===== config.mk =====
export PLATFORM = sky130hd
export DESIGN_NAME = differential_drive_joystick_mixer
export DESIGN_NICKNAME = d
export VERILOG_FILES = /design/src/sv/ddjm_pkg.sv /design/src/sv/differential_drive_joystick_mixer.sv
export SDC_FILE = /design/constraint.sdc
export NUM_CORES = 2
export LEC_CHECK = 0
export ABC_AREA = 0
export BUFFER_PORTS_ARGS = -buffer_cell sky130_fd_sc_hd__buf_2
export CAP_MARGIN = 0
export CORE_ASPECT_RATIO = 0.9
export CORE_MARGIN = 3
export CORE_UTILIZATION = 30
export CTS_CLUSTER_SIZE = 10
export DETAILED_ROUTE_END_ITERATION = 6
export GPL_ROUTABILITY_DRIVEN = 1
export PLACE_DENSITY_LB_ADDON = 0.3
export SLEW_MARGIN = 25
export SYNTH_ARGS = -nofsm -noshare
export SYNTH_HDL_FRONTEND = slang
export SYNTH_SLANG_ARGS = --single-unit

===== constraint.sdc =====
create_clock -name aclk -period 9.3 [get_ports aclk]
set_input_delay 1.395 -clock aclk [delete_from_list [all_inputs] [get_ports aclk]]
set_output_delay 1.395 -clock aclk [all_outputs]
set_load 0.1 [all_outputs]

===== src/sv/ddjm_pkg.sv =====
// Package for the differential drive joystick mixer.
// Holds the transaction payload types, direction codes and fixed-point constants.
// No dependencies.
`default_nettype none

package ddjm_pkg;

    localparam int FRAC_BITS      = 16;
    localparam int DIV_STAGES     = 4;
    localparam int BITS_PER_STAGE = FRAC_BITS / DIV_STAGES;
    localparam int MIX_SHIFT      = FRAC_BITS + 7;

    localparam logic [FRAC_BITS:0] FRAC_ONE = {1'b1, {FRAC_BITS{1'b0}}};

    localparam logic [1:0] DIR_STOP = 2'd0;
    localparam logic [1:0] DIR_FWD  = 2'd1;
    localparam logic [1:0] DIR_BACK = 2'd2;

    localparam logic [6:0] DUTY_MAX = 7'd100;

    localparam logic CFG_PIVOT_LIMIT    = 1'b0;
    localparam logic CFG_TURN_THRESHOLD = 1'b1;

    typedef struct packed {
        logic signed [7:0] stick_x;
        logic signed [7:0] stick_y;
    } stick_in_t;

    typedef struct packed {
        logic [1:0]        left_dir;
        logic [6:0]        left_duty;
        logic [1:0]        right_dir;
        logic [6:0]        right_duty;
        logic signed [7:0] mix_left;
        logic signed [7:0] mix_right;
    } mix_out_t;

    typedef struct packed {
        logic [1:0] left_dir;
        logic [6:0] left_duty;
        logic [1:0] right_dir;
        logic [6:0] right_duty;
    } motor_cmd_t;

endpackage

`default_nettype wire


===== src/sv/differential_drive_joystick_mixer.sv =====
// Throughput: one transaction per cycle while m_ready does not stall the output;
// nine register stages with per-stage valid bits, the pivot-weight divide by
// pivot_limit is spread over four of them.
// Reset (aresetn low, synchronous) empties the pipeline and loads
// pivot_limit = 32 and turn_threshold = 40.
`default_nettype none

module differential_drive_joystick_mixer
    import ddjm_pkg::*;
(
    input  wire logic       aclk,
    input  wire logic       aresetn,
    input  wire logic       cfg_wr_en,
    input  wire logic       cfg_addr,
    input  wire logic [7:0] cfg_wdata,
    input  wire logic       s_valid,
    output logic            s_ready,
    input  wire stick_in_t  s_data,
    output logic            m_valid,
    input  wire logic       m_ready,
    output mix_out_t        m_data
);

    localparam int NSTAGE  = DIV_STAGES + 5;
    localparam int LAST    = NSTAGE - 1;
    localparam int MUL1_ST = DIV_STAGES + 1;
    localparam int MUL2_ST = DIV_STAGES + 2;
    localparam int SUM_ST  = DIV_STAGES + 3;

    typedef struct packed {
        motor_cmd_t             cmd;
        logic signed [7:0]      x;
        logic signed [7:0]      y;
        logic signed [7:0]      pl;
        logic signed [7:0]      pr;
        logic                   full;
        logic [6:0]             rem;
        logic [FRAC_BITS-1:0]   q;
    } div_t;

    typedef struct packed {
        motor_cmd_t         cmd;
        logic signed [7:0]  y;
        logic signed [24:0] wpl;
        logic signed [24:0] wpr;
        logic signed [24:0] sx;
    } mul1_t;

    typedef struct packed {
        motor_cmd_t         cmd;
        logic signed [31:0] wply;
        logic signed [31:0] wpry;
        logic signed [31:0] sx128;
    } mul2_t;

    typedef struct packed {
        motor_cmd_t         cmd;
        logic signed [32:0] nl;
        logic signed [32:0] nr;
    } sum_t;

    function automatic div_t div_step(div_t d, logic [6:0] lim);
        div_t       r;
        logic [7:0] r2;
        r = d;
        for (int i = 0; i < BITS_PER_STAGE; i++) begin
            r2 = {r.rem, 1'b0};
            if (r2 >= {1'b0, lim}) begin
                r.rem = 7'(r2 - {1'b0, lim});
                r.q   = {r.q[FRAC_BITS-2:0], 1'b1};
            end else begin
                r.rem = r2[6:0];
                r.q   = {r.q[FRAC_BITS-2:0], 1'b0};
            end
        end
        return r;
    endfunction

    function automatic logic signed [7:0] mix_round(logic signed [32:0] n);
        logic signed [32:0] t;
        logic signed [9:0]  v;
        // bias negatives so the shift truncates toward zero
        t = n[32] ? (n + 33'((34'd1 << MIX_SHIFT) - 34'd1)) : n;
        v = t[32:MIX_SHIFT];
        if (v > 10'sd127) begin
            return 8'sd127;
        end else if (v < -10'sd128) begin
            return -8'sd128;
        end else begin
            return v[7:0];
        end
    endfunction

    logic [6:0]        pivot_limit_reg;
    logic [7:0]        turn_threshold_reg;
    logic [LAST:0]     vld_reg;
    logic [LAST:0]     stage_rdy;

    div_t              div_reg [DIV_STAGES+1];
    div_t              div_next;
    mul1_t             mul1_reg;
    mul1_t             mul1_next;
    mul2_t             mul2_reg;
    mul2_t             mul2_next;
    sum_t              sum_reg;
    sum_t              sum_next;
    mix_out_t          out_reg;
    mix_out_t          out_next;

    // configuration registers
    always_ff @(posedge aclk) begin
        if (!aresetn) begin
            pivot_limit_reg    <= 7'd32;
            turn_threshold_reg <= 8'd40;
        end else if (cfg_wr_en) begin
            case (cfg_addr)
                CFG_PIVOT_LIMIT:    pivot_limit_reg    <= cfg_wdata[6:0];
                CFG_TURN_THRESHOLD: turn_threshold_reg <= cfg_wdata;
                default: ;
            endcase
        end
    end

    // a stage may load when it is empty or its successor moves
    always_comb begin
        stage_rdy[LAST] = !vld_reg[LAST] || m_ready;
        for (int k = LAST - 1; k >= 0; k--) begin
            stage_rdy[k] = !vld_reg[k] || stage_rdy[k+1];
        end
    end

    assign s_ready = stage_rdy[0];

    always_ff @(posedge aclk) begin
        if (!aresetn) begin
            vld_reg <= '0;
        end else begin
            if (stage_rdy[0]) begin
                vld_reg[0] <= s_valid;
            end
            for (int k = 1; k <= LAST; k++) begin
                if (stage_rdy[k]) begin
                    vld_reg[k] <= vld_reg[k-1];
                end
            end
        end
    end

    // entry stage: direction, duty, premix and divide setup
    always_comb begin
        logic signed [7:0] x;
        logic signed [7:0] y;
        logic [7:0]        ax;
        logic [7:0]        ay;
        logic              low_y;
        logic [6:0]        duty_x;
        logic [6:0]        duty_y;
        x      = s_data.stick_x;
        y      = s_data.stick_y;
        ax     = x[7] ? 8'(-x) : 8'(x);
        ay     = y[7] ? 8'(-y) : 8'(y);
        low_y  = ay < turn_threshold_reg;
        duty_x = (ax > {1'b0, DUTY_MAX}) ? DUTY_MAX : ax[6:0];
        duty_y = (ay > {1'b0, DUTY_MAX}) ? DUTY_MAX : ay[6:0];

        div_next = '0;
        div_next.x = x;
        div_next.y = y;
        div_next.cmd.left_dir   = DIR_STOP;
        div_next.cmd.right_dir  = DIR_STOP;
        div_next.cmd.left_duty  = '0;
        div_next.cmd.right_duty = '0;
        if (x == 8'sd0 && y == 8'sd0) begin
            div_next.cmd.left_dir = DIR_STOP;
        end else if (!x[7] && x != 8'sd0 && low_y) begin
            div_next.cmd = '{DIR_FWD, duty_x, DIR_FWD, duty_x};
        end else if (x[7] && low_y) begin
            div_next.cmd = '{DIR_BACK, duty_x, DIR_BACK, duty_x};
        end else if (!y[7] && y != 8'sd0) begin
            div_next.cmd = '{DIR_BACK, duty_y, DIR_FWD, duty_y};
        end else if (y[7]) begin
            div_next.cmd = '{DIR_FWD, duty_y, DIR_BACK, duty_y};
        end

        if (!y[7]) begin
            div_next.pl = x[7] ? (8'sd127 + x) : 8'sd127;
            div_next.pr = x[7] ? 8'sd127 : (8'sd127 - x);
        end else begin
            div_next.pl = x[7] ? 8'sd127 : (8'sd127 - x);
            div_next.pr = x[7] ? (8'sd127 + x) : 8'sd127;
        end

        // full weight when blending is off or |y| reaches the limit
        div_next.full = (pivot_limit_reg == 7'd0) || (ay >= {1'b0, pivot_limit_reg});
        div_next.rem  = ay[6:0];
        div_next.q    = '0;
    end

    always_ff @(posedge aclk) begin
        if (stage_rdy[0] && s_valid) begin
            div_reg[0] <= div_next;
        end
        for (int k = 1; k <= DIV_STAGES; k++) begin
            if (stage_rdy[k] && vld_reg[k-1]) begin
                div_reg[k] <= div_step(div_reg[k-1], pivot_limit_reg);
            end
        end
    end

    // weight times premix, pivot weight times x
    always_comb begin
        div_t              d;
        logic [FRAC_BITS:0] w;
        logic [FRAC_BITS:0] s;
        d = div_reg[DIV_STAGES];
        w = d.full ? FRAC_ONE : {1'b0, d.q};
        s = d.full ? '0 : (FRAC_ONE - {1'b0, d.q});
        mul1_next.cmd = d.cmd;
        mul1_next.y   = d.y;
        mul1_next.wpl = $signed({8'b0, w}) * $signed({{17{d.pl[7]}}, d.pl});
        mul1_next.wpr = $signed({8'b0, w}) * $signed({{17{d.pr[7]}}, d.pr});
        mul1_next.sx  = $signed({8'b0, s}) * $signed({{17{d.x[7]}}, d.x});
    end

    always_comb begin
        mul2_next.cmd   = mul1_reg.cmd;
        mul2_next.wply  = $signed({{7{mul1_reg.wpl[24]}}, mul1_reg.wpl})
                        * $signed({{24{mul1_reg.y[7]}}, mul1_reg.y});
        mul2_next.wpry  = $signed({{7{mul1_reg.wpr[24]}}, mul1_reg.wpr})
                        * $signed({{24{mul1_reg.y[7]}}, mul1_reg.y});
        mul2_next.sx128 = {mul1_reg.sx, 7'b0};
    end

    always_comb begin
        sum_next.cmd = mul2_reg.cmd;
        sum_next.nl  = {mul2_reg.wply[31], mul2_reg.wply}
                     + {mul2_reg.sx128[31], mul2_reg.sx128};
        sum_next.nr  = {mul2_reg.wpry[31], mul2_reg.wpry}
                     - {mul2_reg.sx128[31], mul2_reg.sx128};
    end

    always_comb begin
        out_next.left_dir   = sum_reg.cmd.left_dir;
        out_next.left_duty  = sum_reg.cmd.left_duty;
        out_next.right_dir  = sum_reg.cmd.right_dir;
        out_next.right_duty = sum_reg.cmd.right_duty;
        out_next.mix_left   = mix_round(sum_reg.nl);
        out_next.mix_right  = mix_round(sum_reg.nr);
    end

    always_ff @(posedge aclk) begin
        if (stage_rdy[MUL1_ST] && vld_reg[MUL1_ST-1]) begin
            mul1_reg <= mul1_next;
        end
        if (stage_rdy[MUL2_ST] && vld_reg[MUL2_ST-1]) begin
            mul2_reg <= mul2_next;
        end
        if (stage_rdy[SUM_ST] && vld_reg[SUM_ST-1]) begin
            sum_reg <= sum_next;
        end
        if (stage_rdy[LAST] && vld_reg[LAST-1]) begin
            out_reg <= out_next;
        end
    end

    assign m_valid = vld_reg[LAST];
    assign m_data  = out_reg;

    a_duty_range: assert property (@(posedge aclk) disable iff (!aresetn)
        m_valid |-> (m_data.left_duty <= DUTY_MAX && m_data.right_duty <= DUTY_MAX))
        else $error("duty above saturation limit");

    a_dir_code: assert property (@(posedge aclk) disable iff (!aresetn)
        m_valid |-> (m_data.left_dir != 2'd3 && m_data.right_dir != 2'd3))
        else $error("undefined direction code");

    a_stop_duty: assert property (@(posedge aclk) disable iff (!aresetn)
        (m_valid && m_data.left_dir == DIR_STOP) |->
        (m_data.left_duty == 7'd0 && m_data.right_dir == DIR_STOP))
        else $error("stop command with nonzero duty");

    a_stall_keeps: assert property (@(posedge aclk) disable iff (!aresetn)
        (vld_reg[LAST] && !m_ready && vld_reg[LAST-1]) |=> vld_reg[LAST-1])
        else $error("transaction dropped behind stalled output");

endmodule

`default_nettype wire


---- After elaboration in Yosys (flattened, before gate mapping) ----
Memories as Yosys holds them, arrays and structs flattened.
Cells that the tools add are included.
word-level totals
  register bits after elaboration ......... 350
  latch bits .............................. 0
  RAM bits ................................ 370
  memory bits (read-only) ................. 0
  word-level logic and storage cells ...... 197
  memories ................................ 1
operators by class
  add/subtract/negate cells ............... 25
  multipliers ............................. 5
  div/mod/pow operators ................... 0
  order comparisons ....................... 24
  equal/unequal tests ..................... 0
  shift operators ......................... 0
  mux-type cells .......................... 61
  bitwise operators ....................... 1
  reduce and logical (&&, ||, !) cells .... 42
memories
  name     depth  width  rd ports  clocked after memory_dff  write ports  RTL line                                 text
  div_reg  5      74     5         0                         5            differential_drive_joystick_mixer.sv:99  div_t div_reg [DIV_STAGES+1];
operator list
  operator                                                                        number
  23-bit two-way mux                                                              32
  8-bit by 7-bit greater-or-equal comparator with 1-bit output                    17
  7-bit subtractor                                                                16
  18-bit by 8-bit multiplier with 25-bit output                                   3
  33-bit by 23-bit adder with 33-bit output (second input constant)               2
  33-bit two-way mux                                                              2
  25-bit by 8-bit multiplier with 32-bit output                                   2
  18-bit two-way mux                                                              3
  17-bit two-way mux                                                              3
  8-bit two-way mux                                                               6
  32-bit by 32-bit adder with 33-bit output                                       1
  32-bit by 32-bit subtractor with 33-bit output                                  1
  16-bit two-way mux                                                              2
  10-bit by 8-bit > comparator with 1-bit output (second input constant)          2
  10-bit by 8-bit less-than comparator with 1-bit output (second input constant)  2
  17-bit by 16-bit subtractor with 17-bit output (first input constant)           1
  8-bit by 7-bit > comparator with 1-bit output (second input constant)           2
  8-bit logical NOT                                                               2
  8-bit negator                                                                   2
  8-bit nonzero test                                                              2
  1-bit logical AND                                                               14
  7-bit two-way mux                                                               2
  1-bit logical NOT                                                               11
  1-bit logical OR                                                                10
  other kinds (8)                                                                 18

---- Longest topological paths before layout ----
  word-level depth ........................ 20
  gate-level depth with buffers ........... 38
  depth with buffers taken out ............ 33

---- Worst setup path after synthesis ----
No wires, ideal clock.
  path type ............................... input to register
  start point ............................. input m_ready
  end point ............................... register mul2_reg[103] (netlist name), enable pin
  data arrival time ....................... 8892 ps
  required time ........................... 8588 ps
  setup slack ............................. -304 ps
  cell stages on the path ................. 3
  path buffers ............................ 0
  cell sequence ........................... nor2b_1 and2_1 a21boi_0
on the way
  cells in the longest elaborated chain, start to end .. 4
RTL lines
  item                           RTL line                                  text
  start: declaration             differential_drive_joystick_mixer.sv:20   input wire logic m_ready,
  1-bit logical OR               differential_drive_joystick_mixer.sv:126  stage_rdy[LAST] = !vld_reg[LAST] || m_ready;
  1-bit logical OR (2 in a row)  differential_drive_joystick_mixer.sv:128  stage_rdy[k] = !vld_reg[k] || stage_rdy[k+1];
  1-bit logical AND              differential_drive_joystick_mixer.sv:255  if (stage_rdy[MUL2_ST] && vld_reg[MUL2_ST-1]) begin
  end signal: assignment         differential_drive_joystick_mixer.sv:256  mul2_reg <= mul2_next;
  end: declaration               differential_drive_joystick_mixer.sv:103  mul2_t mul2_reg;
Every way passes these cells.
A chain may end at the register's enable or synchronous reset.

==> key figures <==
Setup path
  – Max stage delay on crit path: 0.57 ns
  – CP max FO: 12
  – Req. time, crit path: 9.72 ns
  – Slowest library cell on the worst path: dfxtp_1
  – Crit path DAT: 9.02 ns
  – Crit start category: flip-flop
  – CP Class: reg -> reg
  – Crit path capture type: flip-flop

Timing
  – FMAX: 116.2 MHz
  – Final Skew: 0.05436 ns
  – Setup-failing EPs final: 0
  – Setup TNS: 0 ns
  – Hold slack final: 0.4031 ns
  – Min cycle time layout: 8.603 ns
  – Final Max Tran Viols: 0
  – Final period util: 92.51%
  – Worst Tran Pin Value: 0.9747 ns
  – Slew headroom: 34.78%
  – Unrepaired setup endpoints after global routing: no
  – Final hold vios: 0

Final layout
  – Synthesis-to-finish area growth: 10.06%
  – Layout fillers: 18,127
  – Nets: 6,267
  – Register area: 18,050 um2
  – Multi-input logic area: 32,990 um2
  – Share of layout cells above drive strength 1: 6.108%
  – Max reg flops: 287

Worst hold path
  – Hold crit path type: reg -> reg

Global routing
  – Met3 Resource Use GR: 2.262%
  – Number of global-route vias before repair: 36,415
  – Initial antenna violation count: 12
  – Busiest layer in global routing: met2
  – Largest net degree at the start of global routing: 74
  – Global-route wire length before repair: 204.3 mm
  – Gr ovfl total: 0
  – GR Util All Layers: 13.64%
  – Met1 usage: 19.84%
  – Grt met2 use: 21.34%

CTS
  – Root buf cell: clkbuf_16
  – CTS H-tree depth: 3
  – Clock Sink Count: 609
  – CTS tree: yes
  – Post-CTS setup buffers: 0
  – Max Root-Sink Buffers: 3
  – Hold Buf Count CTS: 0
  – Number of gates resized after cts: 0
  – Worst-Skew Late Latency: 0.69 ns
  – CTS buffer count: 74
  – Clk pin slew, worst setup/hold paths: 0.06 ns

Placed design
  – DP HPWL: 97.86 mm
  – GP Congestion: 0.8272
  – IO Port Bufs: 65

Synthesis
  – Post-synthesis sequential area ratio: 33.05%
  – Post-synthesis simple-gate area fraction: 14.47%
  – Area of the mapped netlist: 54,610 um2
  – Mapped Avg Cell Area: 10.65 um2
  – XOR/XNOR Fraction of Synth Area: 3.913%
  – Cells after Synth: 5,128
  – Primary FF master, synth: edfxtp_1
  – Syn nets: 6,209
  – Adder-Cell Fraction of Synth Area: 32.15%
  – EDFF count, synth: 585
  – Synth cell types: 94
  – Fraction of synthesized area in multiplexers: 1.379%
  – Synth warnings: 0
  – Main combinational cell family by area after synthesis: adder cells
  – Flops & latches, synth: 609
  – Synth Area in Compound Gates: 8.290%
  – Post-synth ARST share: 0%

Status
  – Status: completed

Detailed routing
  – Vias per inst: 4.651
  – DR vias: 35,404
  – ANT nets after route: 0
  – Post-DR wirelength/cell: 16.61 um
  – Drt drc: 0
  – First-pass iteration count of the detailed router: 5
  – WL final: 126.5 mm
  – Initial drt markers: 2,124

Power and ir drop
  – PwrDens: 195.1 nW/um2
  – Pleak: 25.40 nW
  – Peak VDD IR: 0.3927 mV

Floorplan
  – Initial core utilization: 30.39%
  – Full die area: 187,200 um2
  – Die Ht: 410.8 um
  – I/O pin count: 66
  – Die Width: 455.7 um
  – Site row count: 147
  – Core Box Area: 179,700 um2

Job
  – Max Cap Viol: 0
through the flow:
| step | setup WS, ns | instance area, um2 | utilization [%] | cells | power (mW) |
|---|---|---|---|---|---|
| final | 0.6968 | 60100 | 33.45 | 7612 | 11.73 |
| after detailed placement | 0.4829 | 57850 | 32.19 | 7494 | 9.079 |
| after global routing | 0.006123 | 60100 | 33.44 | 7610 | 12.67 |
| after global placement | 0.6803 | 57840 | 32.19 | 7493 | 8.981 |
| after CTS | 0.4606 | 60070 | 33.43 | 7607 | 11.84 |
| after floorplan | 1.534 | 54610 | - | 5128 | 7.959 |
placed cells by master, fill, tap and decap left out, types with 19 or more instances in the layout:
cell	Yosys	layout
nand2_1	390	390
buf_4	9	48
a31oi_1	33	31
edfxtp_1	585	585
clkbuf_16	0	74
ha_1	464	464
or3_1	19	19
and2_1	501	501
mux2i_1	22	22
a21boi_0	22	19
nand2b_1	95	95
dfxtp_1	24	24
inv_1	837	837
o21ai_0	130	130
o21bai_1	30	30
fa_1	587	587
nand3_1	58	57
nor3_1	63	63
and3_1	40	40
a211oi_1	22	22
o21a_1	47	47
nor2b_1	63	57
a21oi_1	185	185
clkbuf_1	116	19
xor2_1	76	76
xnor2_1	168	168
or2_2	19	19
buf_2	2	65
mux2_2	46	46
a21o_1	76	76
nor2_1	184	183
cells by family (layout without fill, tap and decap cells):
logic type               after synthesis  count (layout)
AND/OR/NAND/NOR                     1500            1500
other                                  0               5
AO/OA/AOI/OAI                        685             685
multiplexers                          69              69
adder cells (fa/ha/maj)             1051            1051
buffers and inverters                970            1065
flip-flops                           609             609
XOR/XNOR                             244             244
Yosys cell counts, types with 5 or more instances:
cell	count	area, um2
nor2b_1	63	394.1
nor3b_1	9	67.56
nand4_1	14	87.58
nor4_1	18	112.6
and3_1	40	250.2
xor2_1	76	665.6
o211ai_1	18	135.1
ha_1	464	5806
mux2_2	46	518.0
a21oi_1	185	925.9
nand2b_1	95	594.3
o21ai_0	130	650.6
nand3_1	58	290.3
o211a_1	8	80.08
buf_1	5	18.77
a21o_1	76	570.6
xnor2_1	168	1471
buf_4	9	67.56
o21ai_1	6	30.03
o21a_1	47	352.8
a21boi_0	22	165.2
dfxtp_1	24	480.5
fa_1	587	11750
and2_1	501	3134
or4_1	5	37.54
or3_1	19	118.9
nor2_1	184	690.7
o2111ai_1	9	78.83
o31ai_1	12	90.09
inv_1	837	3142
a31oi_1	33	206.5
a311oi_1	7	61.31
or2_2	19	118.9
clkbuf_1	116	435.4
nor3_1	63	315.3
nand2_1	390	1464
mux2i_1	22	220.2
edfxtp_1	585	17570
o21bai_1	30	225.2
o31a_1	5	43.79
a211oi_1	22	165.2
a211o_1	7	61.31
where the power goes:
part	total, mW	internal, mW	switching, mW
combinational	5.65	2.64	3.01
sequential	3.41	3.35	0.0636
clock	2.66	1.50	1.16
total	11.7	7.49	4.24
area by class of cell:
type	instances	share of cell area, %
Antenna cell	5	0.02082
Clock buffer	93	3.200
Clock inverter	20	0.4934
Inverter	837	5.227
Multi-Input combinational cell	3549	54.88
Sequential cell	609	30.03
Tap cell	2384	4.963
Timing Repair Buffer	115	1.185
worst max-delay path, delay by kind of cell (launching register included):
family / cells / cell delay, ns
AOI/OAI and AO/OA: 17 / 3.81
adders and majority gates: 5 / 1.38
buffers and inverters: 1 / 0.26
DFF: 1 / 0.57
muxes: 2 / 0.75
and+or+nand+nor: 6 / 1.57
per-layer routing:
metal	share of wire [%]	up-vias
met4	1.5	4
met5	0.023	-
met3	4.4	119
met2	45	614
li1	-	17033
met1	49	17634
final timing paths:
path	from	cells past startpoint	endpoint	slack (ns)
max	pivot_limit_reg[1]	31	div_reg[0][91]	0.70
min	div_reg[0][76]	0	div_reg[0][154]	0.40
max reg2reg	pivot_limit_reg[1]	31	div_reg[0][91]	0.70
min reg2reg	div_reg[0][76]	0	div_reg[0][154]	0.40
(Power assumes the default switching activity.)
